**src/hdl/hsled_pkg.sv**
```systemverilog
package hsled_pkg;

    localparam int CNT_W = 12;
    localparam logic [CNT_W-1:0] CNT_MAX = {CNT_W{1'b1}};
    localparam logic [CNT_W-1:0] HOLD_RESET = 12'd300;
    localparam int NUM_STEPS = 4;

    // Lamp bit positions in the status and pin words.
    localparam int B_TEMP_INV = 0;
    localparam int B_TEMP_ACCU = 1;
    localparam int B_READY = 2;
    localparam int B_SHUTDOWN = 3;
    localparam int B_FAULT = 4;
    localparam int B_BRAKE = 5;
    localparam int B_INSUL = 6;
    localparam int B_ACCU_MON = 7;

    localparam logic [7:0] SEQ_MASK = 8'h0F;

    typedef struct packed {
        logic frame_valid;
        logic ams_ok;
        logic bspd_ok;
        logic imd_ok;
        logic shutdown_closed;
        logic ready_to_drive;
        logic inverter_temp_warn;
        logic accu_temp_warn;
        logic inverter_fault;
        logic button_pressed;
    } t_tick;

    // Status of the hold counter for the tick being processed.
    typedef struct packed {
        logic [NUM_STEPS-1:0] at_step;
        logic                 expire;
    } t_hold_info;

    typedef struct packed {
        logic       req_off;
        logic       req_start;
        logic [7:0] pins;
    } t_result;

endpackage

```
**src/hdl/hsled_hold_cnt.sv**
```systemverilog
module hsled_hold_cnt
    import hsled_pkg::*;
#(
    parameter int STEP_TICKS = 60
) (
    input  logic             i_clk,
    input  logic             i_rst_n,
    input  logic             i_adv,
    input  logic             i_button,
    input  logic [CNT_W-1:0] i_hold_ticks,
    output t_hold_info       o_info
);

    localparam int PH_W = $clog2(NUM_STEPS * STEP_TICKS);

    logic [CNT_W-1:0] r_count;
    logic [CNT_W-1:0] n_count;
    logic [PH_W-1:0]  r_phase [NUM_STEPS];
    logic [PH_W-1:0]  n_phase [NUM_STEPS];
    logic [PH_W-1:0]  inc_phase [NUM_STEPS];
    logic [CNT_W-1:0] inc_count;
    logic             can_inc;

    // Each phase counter runs modulo (k+1)*STEP_TICKS in step with the hold count,
    // so a phase of zero marks a multiple without any divider.
    always_comb begin
        can_inc   = (r_count != CNT_MAX);
        inc_count = can_inc ? r_count + 1'b1 : r_count;
        for (int k = 0; k < NUM_STEPS; k++) begin
            if (!can_inc) begin
                inc_phase[k] = r_phase[k];
            end else if (r_phase[k] == PH_W'((k + 1) * STEP_TICKS - 1)) begin
                inc_phase[k] = '0;
            end else begin
                inc_phase[k] = r_phase[k] + 1'b1;
            end
            o_info.at_step[k] = i_button && (inc_phase[k] == '0);
        end
        o_info.expire = i_button && (inc_count > i_hold_ticks);

        if (i_button && !o_info.expire) begin
            n_count = inc_count;
            for (int k = 0; k < NUM_STEPS; k++) begin
                n_phase[k] = inc_phase[k];
            end
        end else begin
            n_count = '0;
            for (int k = 0; k < NUM_STEPS; k++) begin
                n_phase[k] = '0;
            end
        end
    end

    always_ff @(posedge i_clk) begin
        if (!i_rst_n) begin
            r_count <= '0;
            for (int k = 0; k < NUM_STEPS; k++) begin
                r_phase[k] <= '0;
            end
        end else if (i_adv) begin
            r_count <= n_count;
            for (int k = 0; k < NUM_STEPS; k++) begin
                r_phase[k] <= n_phase[k];
            end
        end
    end

endmodule

```
**src/hdl/hsled_lamp_ctl.sv**
```systemverilog
module hsled_lamp_ctl
    import hsled_pkg::*;
(
    input  logic       i_clk,
    input  logic       i_rst_n,
    input  logic       i_adv,
    input  t_tick      i_tick,
    input  t_hold_info i_info,
    output t_result    o_result
);

    logic       r_mode;
    logic       n_mode;
    logic [7:0] r_status;
    logic [7:0] n_status;
    logic [7:0] r_pins;
    logic [7:0] frame_status;
    logic [7:0] seq_bits;

    always_comb begin
        frame_status               = '0;
        frame_status[B_TEMP_INV]   = i_tick.inverter_temp_warn;
        frame_status[B_TEMP_ACCU]  = i_tick.accu_temp_warn;
        frame_status[B_READY]      = i_tick.ready_to_drive;
        frame_status[B_SHUTDOWN]   = i_tick.shutdown_closed;
        frame_status[B_FAULT]      = i_tick.inverter_fault;
        frame_status[B_BRAKE]      = ~i_tick.bspd_ok;
        frame_status[B_INSUL]      = ~i_tick.imd_ok;
        frame_status[B_ACCU_MON]   = ~i_tick.ams_ok;

        // A frame in the same tick takes effect before the button logic.
        n_status = i_tick.frame_valid ? frame_status : r_status;
        n_mode   = i_tick.frame_valid ? i_tick.ready_to_drive : r_mode;

        // Mode 1 lights the four sequence lamps in reverse order.
        seq_bits = '0;
        for (int k = 0; k < NUM_STEPS; k++) begin
            if (n_mode) begin
                seq_bits[NUM_STEPS-1-k] = i_info.at_step[k];
            end else begin
                seq_bits[k] = i_info.at_step[k];
            end
        end

        o_result.req_start = 1'b0;
        o_result.req_off   = 1'b0;
        if (i_tick.button_pressed) begin
            o_result.pins = r_pins | seq_bits;
            if (i_info.expire) begin
                o_result.pins      = o_result.pins & ~SEQ_MASK;
                o_result.req_start = ~n_mode;
                o_result.req_off   = n_mode;
            end
        end else begin
            o_result.pins = n_status;
        end
    end

    always_ff @(posedge i_clk) begin
        if (!i_rst_n) begin
            r_mode   <= 1'b0;
            r_status <= '0;
            r_pins   <= '0;
        end else if (i_adv) begin
            r_mode   <= n_mode;
            r_status <= n_status;
            r_pins   <= o_result.pins;
        end
    end

endmodule

```
**src/hdl/hold_to_start_button_led_sequencer_unit.sv**
```systemverilog
// Channel  | Direction | Signals                       | Content
// ---------+-----------+-------------------------------+---------------------------------
// s_axis   | in        | tvalid tready tdata[15:0] tuser | one 10 ms tick with button level
// m_axis   | out       | tvalid tready tdata[15:0]     | lamp levels and request pulses
// cfg      | in        | i_cfg_we i_cfg_wdata[11:0]    | hold limit, reset value 300
//
// One tick per clock cycle while m_axis takes results; a tick's result enters the output
// register in the cycle after its transaction. The throughput is set by the single output
// register, which is loaded in the same cycle that it is emptied.
// Reset is synchronous and active low; it clears the counters, status, mode and lamps.
// A stall on m_axis holds the result and deasserts s_axis_tready until it is taken.
module hold_to_start_button_led_sequencer_unit
    import hsled_pkg::*;
#(
    parameter int STEP_TICKS = 60
) (
    input  logic        i_clk,
    input  logic        i_rst_n,
    input  logic        s_axis_tvalid,
    output logic        s_axis_tready,
    // [0] ams_ok, [1] bspd_ok, [2] imd_ok, [3] shutdown_closed, [4] ready_to_drive,
    // [5] inverter_temp_warn, [6] accu_temp_warn, [7] inverter_fault,
    // [8] button_pressed, [15:9] zero
    input  logic [15:0] s_axis_tdata,
    // [0] frame_valid
    input  logic        s_axis_tuser,
    output logic        m_axis_tvalid,
    input  logic        m_axis_tready,
    // [0] lamp_temp_inv, [1] lamp_temp_accu, [2] lamp_ready, [3] lamp_shutdown,
    // [4] lamp_fault, [5] lamp_brake, [6] lamp_insulation, [7] lamp_accu_monitor,
    // [8] request_start, [9] request_off, [15:10] zero
    output logic [15:0] m_axis_tdata,
    input  logic        i_cfg_we,
    input  logic [11:0] i_cfg_wdata
);

    logic             r_out_valid;
    t_result          r_out;
    logic [CNT_W-1:0] r_hold_ticks;
    logic             adv;
    t_tick            tick;
    t_hold_info       info;
    t_result          result;

    assign s_axis_tready = !r_out_valid || m_axis_tready;
    assign adv           = s_axis_tvalid && s_axis_tready;

    always_comb begin
        tick.frame_valid        = s_axis_tuser;
        tick.ams_ok             = s_axis_tdata[0];
        tick.bspd_ok            = s_axis_tdata[1];
        tick.imd_ok             = s_axis_tdata[2];
        tick.shutdown_closed    = s_axis_tdata[3];
        tick.ready_to_drive     = s_axis_tdata[4];
        tick.inverter_temp_warn = s_axis_tdata[5];
        tick.accu_temp_warn     = s_axis_tdata[6];
        tick.inverter_fault     = s_axis_tdata[7];
        tick.button_pressed     = s_axis_tdata[8];
    end

    hsled_hold_cnt #(
        .STEP_TICKS(STEP_TICKS)
    ) u_hold_cnt (
        .i_clk       (i_clk),
        .i_rst_n     (i_rst_n),
        .i_adv       (adv),
        .i_button    (tick.button_pressed),
        .i_hold_ticks(r_hold_ticks),
        .o_info      (info)
    );

    hsled_lamp_ctl u_lamp_ctl (
        .i_clk   (i_clk),
        .i_rst_n (i_rst_n),
        .i_adv   (adv),
        .i_tick  (tick),
        .i_info  (info),
        .o_result(result)
    );

    always_ff @(posedge i_clk) begin
        if (!i_rst_n) begin
            r_hold_ticks <= HOLD_RESET;
        end else if (i_cfg_we) begin
            r_hold_ticks <= i_cfg_wdata;
        end
    end

    always_ff @(posedge i_clk) begin
        if (!i_rst_n) begin
            r_out_valid <= 1'b0;
        end else if (adv) begin
            r_out_valid <= 1'b1;
        end else if (m_axis_tready) begin
            r_out_valid <= 1'b0;
        end
    end

    always_ff @(posedge i_clk) begin
        if (adv) begin
            r_out <= result;
        end
    end

    assign m_axis_tvalid = r_out_valid;
    assign m_axis_tdata  = {6'd0, r_out.req_off, r_out.req_start, r_out.pins};

`ifndef SYNTHESIS
    a_req_exclusive: assert property (@(posedge i_clk) disable iff (!i_rst_n)
        r_out_valid |-> !(r_out.req_start && r_out.req_off))
        else $error("start and off requests issued in the same tick");

    a_req_clears_seq: assert property (@(posedge i_clk) disable iff (!i_rst_n)
        (r_out_valid && (r_out.req_start || r_out.req_off)) |-> ((r_out.pins & SEQ_MASK) == '0))
        else $error("request issued with a sequence lamp still lit");

    a_out_empty_after_reset: assert property (@(posedge i_clk)
        !i_rst_n |=> !r_out_valid)
        else $error("output valid right after reset");

    a_release_no_request: assert property (@(posedge i_clk) disable iff (!i_rst_n)
        (adv && !tick.button_pressed) |=> !(r_out.req_start || r_out.req_off))
        else $error("request issued on a released tick");
`endif

endmodule

```
**config.mk**
```make
export PLATFORM = sky130hd
export DESIGN_NAME = hold_to_start_button_led_sequencer_unit
export DESIGN_NICKNAME = d
export VERILOG_FILES = /design/src/hdl/hsled_pkg.sv /design/src/hdl/hsled_hold_cnt.sv /design/src/hdl/hsled_lamp_ctl.sv /design/src/hdl/hold_to_start_button_led_sequencer_unit.sv
export SDC_FILE = /design/constraint.sdc
export NUM_CORES = 1
export LEC_CHECK = 0
export ABC_AREA = 1
export BUFFER_PORTS_ARGS = -buffer_cell sky130_fd_sc_hd__buf_2
export CELL_PAD_IN_SITES_DETAIL_PLACEMENT = 2
export CELL_PAD_IN_SITES_GLOBAL_PLACEMENT = 2
export CORE_MARGIN = 2
export CORE_UTILIZATION = 34
export CTS_CLUSTER_SIZE = 30
export DETAILED_ROUTE_END_ITERATION = 10
export GPL_ROUTABILITY_DRIVEN = 0
export PLACE_DENSITY_LB_ADDON = 0.15
export SKIP_LAST_GASP = 1
export SYNTH_ARGS = -nofsm -noshare
export SYNTH_HDL_FRONTEND = slang
export SYNTH_HIERARCHICAL = 1
export SYNTH_SLANG_ARGS = --single-unit
```
**constraint.sdc**
```tcl
create_clock -name i_clk -period 3.1 [get_ports i_clk]
set_clock_uncertainty 0.1 [all_clocks]
set_input_delay 0.62 -clock i_clk [delete_from_list [all_inputs] [get_ports i_clk]]
set_output_delay 0.62 -clock i_clk [all_outputs]
set_load 0.01 [all_outputs]
```
# Word-level counts from Yosys, hierarchy flattened
# Memories as Yosys holds them, arrays and structs flattened.
# Cells that the tools add are included.
# totals
regBits	52
mem_bits_rw	32
in_bits	34
out_inout_bits	18
wordCells	75
memories	1
# classes
add_sub_neg	5
magnitude_cmp	1
n_eq_ne	5
n_mux	29
n_bitwise	9
n_reduce_logical	16
# mem_list
memory	depth	word_bits	read_ports	rd_ports_with_merged_regs	wr	line	source
u_hold_cnt.r_phase	4	8	4	0	4	hsled_hold_cnt.sv:18	logic [PH_W-1:0] r_phase [NUM_STEPS];
# ops
operator	n
$mux W8	14
$add A8 B1 Y8 const B	4
$logic_not A8 Y1	4
$mux W32	1
$mux W12	2
$eq A8 B8 Y1 const B	2
$add A12 B1 Y12 const B	1
$gt A12 B12 Y1	1
$ne A12 B12 Y1 const B	1
$mux W1	11
$eq A8 B6 Y1 const B	1
$eq A8 B7 Y1 const B	1
$or A8 B4 Y8	1
$logic_and A1 B1 Y1	7
$mux W4	1
$not A1 Y1	4
$or A1 B1 Y1	4
$logic_not A1 Y1	2
$reduce_and A2 Y1	1
$reduce_bool A2 Y1	1
$logic_or A1 B1 Y1	1

# Logic depth before layout (Yosys ltp)
# An unclocked memory read counts as a cell.
# logic_depth
word_depth	10
depth_mapped	22
ltp_nobuf	20

# Cells and area by module
# Netlist, hierarchy kept.
# modules_own_cells
mod	n_inst	cells_each	area_per_inst_um2	seq_area_each_um2
hsled_hold_cnt	1	481	3360.7	1201.2
hsled_lamp_ctl	1	149	944.7	340.3
hold_to_start_button_led_sequencer_unit	1	76	820.8	560.5

# Least setup slack after synthesis
# Ideal clock, no wire load.
# synth_timing
kind	in2reg
from	input port s_axis_tvalid
to	memory u_hold_cnt/r_phase[0][0] (netlist name), enable pin
setup_ns	0.387
t_arrival_ns	2.414
t_required_ns	2.613
slack_ns	0.199
path_stages	5
n_path_buf	1
cell_sequence	inv_1 a21oi_1 nor2_1 clkbuf_1 inv_1
# synth_rtl
item	line	source
from (decl)	hold_to_start_button_led_sequencer_unit.sv:19	input logic s_axis_tvalid,
to (decl)	hsled_hold_cnt.sv:18	

==> results.txt <==
----------------------------------------------------
[Pwr]
  Reg power frac ... 0.469
  Overall Power ... between 2 and 3 mW
  Internal power ... between 1.5 and 2 mW
  Clock network fraction of total power ... 0.413
  Logic gate share of total power ... 0.118
  Maximum vdd ir drop ... 0.231 mV
  Net Sw Power ... approximately 0.76 mW
  Static power due to leakage ... about 2.8 nW
  Net Sw Frac ... 0.276
  PwrDens ... 470 mW/mm^2

[Global routing]
  Largest net degree at the start of global routing ... 33
  Antenna violations before repair ... 0
  Total congestion overflow ... 0
  First-pass GRT wire length ... between 20 and 25 mm
  Overall track demand over capacity in global routing ... 0.192
  Vias in the first global route ... between 5000 and 6000

[Synthesis]
  Dominant cells by area after synthesis ... sky130_fd_sc_hd__edfxtp_1, sky130_fd_sc_hd__dfxtp_1, sky130_fd_sc_hd__nand2_1
  Summed instance area of the synthesized netlist ... 0.00513 sq mm
  Share of synthesized flip-flops with an asynchronous set or reset ... 0
  Most used flip-flop cell after synthesis ... sky130_fd_sc_hd__edfxtp_1
  Warning count from the yosys run ... 6
  Post-synthesis cell type count ... 36
  Flip-flop and latch count after synthesis ... 84
  Library cell with the largest summed area after synthesis ... sky130_fd_sc_hd__edfxtp_1
  Top-area cell type share of the netlist area ... 0.246
  Post-synth EDFFs ... 42
  Number of instances in the synthesized netlist ... slightly above 700
  Proportion of synthesized chip area in sequential cells ... 0.410
  Avg Cell Area, Syn ... between 7 and 8 sq um

[Worst setup path]
  Highest-delay cell along the critical path ... sky130_fd_sc_hd__dfxtp_1
  Data required time of the critical path ... about 3.2 ns
  Count of buffering cells on the critical path with inverters included ... 1
  Max stage delay on crit path ... 0.39 ns
  Critical Path Most Common Cell ... sky130_fd_sc_hd__nand2_1
  Critical Path Fanout Max ... 32
  Arrival time worst endpoint ... 2.97 ns
  Sort of element at the end of the critical path ... flop
  Critical Path, Cell by Cell ... ha_1 > nand2_2 > nor2_4 > nand2_1 > nor2_2 > a21oi_1 > o21ai_2 > ha_1 > nand2_1 > o21ai_0 > nor2_1 > nand3_1 > nand2_2 > nand2_1 > buf_12 > a21oi_1
  Worst Setup Start Kind ... flop
  Setup slack on the worst flop-to-flop path ... around 0.23 ns
  Crit Path Category ... flop to flop
  Kind of cell with the highest combined delay on the critical path ... simple AND/OR/NAND/NOR gates

[Floorplanning]
  Starting utilization of the core area ... 0.350
  Ports placed on the boundary ... 52
  Die outline height ... 127 um
  Number of cell rows ... 44
  Horizontal extent of the die ... approximately 130 um
  Floorplan Core Area ... between 0.01 and 0.015 sq mm
  Die footprint ... ~0.016 sq mm

[Route]
  Avg WL per Cell ... 15.7 um
  Routed vias/inst ... approximately 5
  DR pass1 iterations ... 4
  Post-detailed-route count of antenna-violating nets ... 0
  Iter 0 DRT Violations ... 179
  Total wire length ... approximately 15 mm
  Number of remaining DRC errors ... 0
  Total number of vias ... 4661

[Final layout]
  Antenna diode count ... 0
  Number of nets in the layout ... between 700 and 800
  # fillers ... roughly 1800
  Layout cells sized above 1 ... 0.136
  Most frequent cells in the layout ... sky130_fd_sc_hd__nand2_1, sky130_fd_sc_hd__inv_1, sky130_fd_sc_hd__nor2_1, sky130_fd_sc_hd__nand3_1
  Area overhead of the layout relative to synthesis ... 13.7%
  Commonest non-fill, non-tap cell in the layout ... sky130_fd_sc_hd__nand2_1

[Status]
  Run status ... finished clean

[Timing]
  Final Critical Period ... between 2 and 3 ns
  Worst Tran Pin Value ... approximately 0.93 ns
  Pins over their slew limit ... 0
  Hold Fails Final Rpt ... 0
  Final clock period utilization by the worst path ... 0.927
  Setup ws final ... around 0.23 ns
  Final setup violation count ... 0
  Relative slew margins ... 0.375
  Highest Clock Rate ... 348 MHz

[Min path]
  Path type of the worst min-delay path ... flop to flop

[Place]
  Port-buffer cells ... 38
  Sum of net half-perimeters after detailed placement ... around 11 mm
  Pre-CTS WS ... -0.0237 ns

[Clocking]
  Clock input transition at the sequential cells of the worst setup and hold paths ... ~0.070 ns
  Number of buffers on the longest clock path ... 2
  Number of clock sinks seen by CTS ... 84
  Clock tree from TritonCTS ... yes
  Maximum level of the CTS H-tree ... 3
  Clock buffers created by TritonCTS ... 9
  Clock Root Buffer ... sky130_fd_sc_hd__clkbuf_16
  Later-pin clock latency in the skew report ... 0.35 ns
  CTS hold repair buffers ... 0

[Flow run]
  Count of maximum capacitance violations ... 0

----------------------------------------------------
power groups by stage:
| stage | registers, mW | logic (mW) | clock network, mW |
|---|---|---|---|
| global placement | 1.30 | 0.301 | 0 |
| global route | 1.29 | 0.375 | 1.21 |
| finish | 1.28 | 0.323 | 1.13 |
| detailed placement | 1.31 | 0.324 | 0 |
| CTS | 1.29 | 0.329 | 1.16 |
| floorplan | 1.30 | 0.221 | 0 |
flip-flops by register name, summed over array words and instances, names as in the netlist:
signal,count
u_lamp_ctl/r_mode,1
u_hold_cnt/r_count,12
m_axis_tdata,10
r_hold_ticks,12
m_axis_tvalid,1
u_lamp_ctl/r_pins,8
u_hold_cnt/r_phase,32
u_lamp_ctl/r_status,8
tightest hold or removal path, delay by kind of cell (launching register included):
kind	cells	cell delay, ns
AND/OR/NAND/NOR	2	0.12
flip-flops	1	0.33
repair_timing:
item | in CTS | in global routing
setup endpoints to repair | 8 | 42
gates resized for setup | 5 | 9
pin swaps | 1 | 1
buffers inserted | 0 | 1
gates cloned | 0 | 0
endpoints found under the hold margin | 0 | 0
final timing paths:
path / end / start / depth (start not counted)
hold / removal: r_hold_ticks[5] / r_hold_ticks[5] / 2
setup reg to reg: u_hold_cnt/r_phase[0][5] / u_hold_cnt/r_count[0] / 16
hold reg to reg: r_hold_ticks[5] / r_hold_ticks[5] / 2
setup / recovery: u_hold_cnt/r_phase[0][5] / u_hold_cnt/r_count[0] / 16
metal layers:
metal  global-route usage  vias up  share of wire
met2                0.354       55           0.51
met3               0.0207       12          0.019
li1                     -     2330              -
met5                    0        -              0
met4               0.0627        0          0.015
met1                0.235     2264           0.45
through the flow:
stage	hold WS (ns)	util	instances	cell area [sq um]	TNS, ns
6_report	0.375	0.398	935	5830	0
5_1_grt	0.394	0.398	935	5830	-0.0972
4_1_cts	0.377	0.395	934	5790	0
3_5_place_dp	0.367	0.373	918	5470	-0.0661
3_3_place_gp	0.339	0.373	918	5470	0
2_1_floorplan	0.329	-	711	5140	0
synthesized netlist by cell type (2+ instances only):
cell and n:
sky130_fd_sc_hd__nand2_1 186, sky130_fd_sc_hd__inv_1 96, sky130_fd_sc_hd__nor2_1 90, sky130_fd_sc_hd__nand3_1 62, sky130_fd_sc_hd__dfxtp_1 42, sky130_fd_sc_hd__edfxtp_1 42, sky130_fd_sc_hd__o21ai_0 42, sky130_fd_sc_hd__a21oi_1 36
sky130_fd_sc_hd__ha_1 17, sky130_fd_sc_hd__xor2_1 12, sky130_fd_sc_hd__buf_2 9, sky130_fd_sc_hd__buf_4 9, sky130_fd_sc_hd__nand4_1 9, sky130_fd_sc_hd__nor3_1 8, sky130_fd_sc_hd__nand2_2 5, sky130_fd_sc_hd__buf_6 4
sky130_fd_sc_hd__nand2_4 4, sky130_fd_sc_hd__clkbuf_1 3, sky130_fd_sc_hd__nor2_4 3, sky130_fd_sc_hd__o21ai_1 3, sky130_fd_sc_hd__o21ai_2 3, sky130_fd_sc_hd__or2_2 3, sky130_fd_sc_hd__xnor2_1 3, sky130_fd_sc_hd__nand3_2 2
sky130_fd_sc_hd__nand3b_1 2
cell type report:
cell class | count | area [sq um] | share of cell area
multi-input combinational | 503 | 2520 | 0.433
sequential | 84 | 2100 | 0.361
inverter | 97 | 369 | 0.0633
timing repair buffer | 51 | 304 | 0.0522
tap | 184 | 230 | 0.0395
clock buffer | 9 | 225 | 0.0386
clock inverter | 7 | 72.6 | 0.0125
kinds of logic (layout without fill, tap and decap cells):
kind of cell    after synthesis  in the layout  synth area share
xor+xnor                     15             15            0.0256
buf+inv                     124            164             0.111
fa+ha+maj                    17             17            0.0415
compound gates               86             86            0.0871
flops                        84             84             0.410
other cells                   1              6          0.000732
simple gates                379            379             0.324
Note: power is estimated with default switching activity, not from simulation.
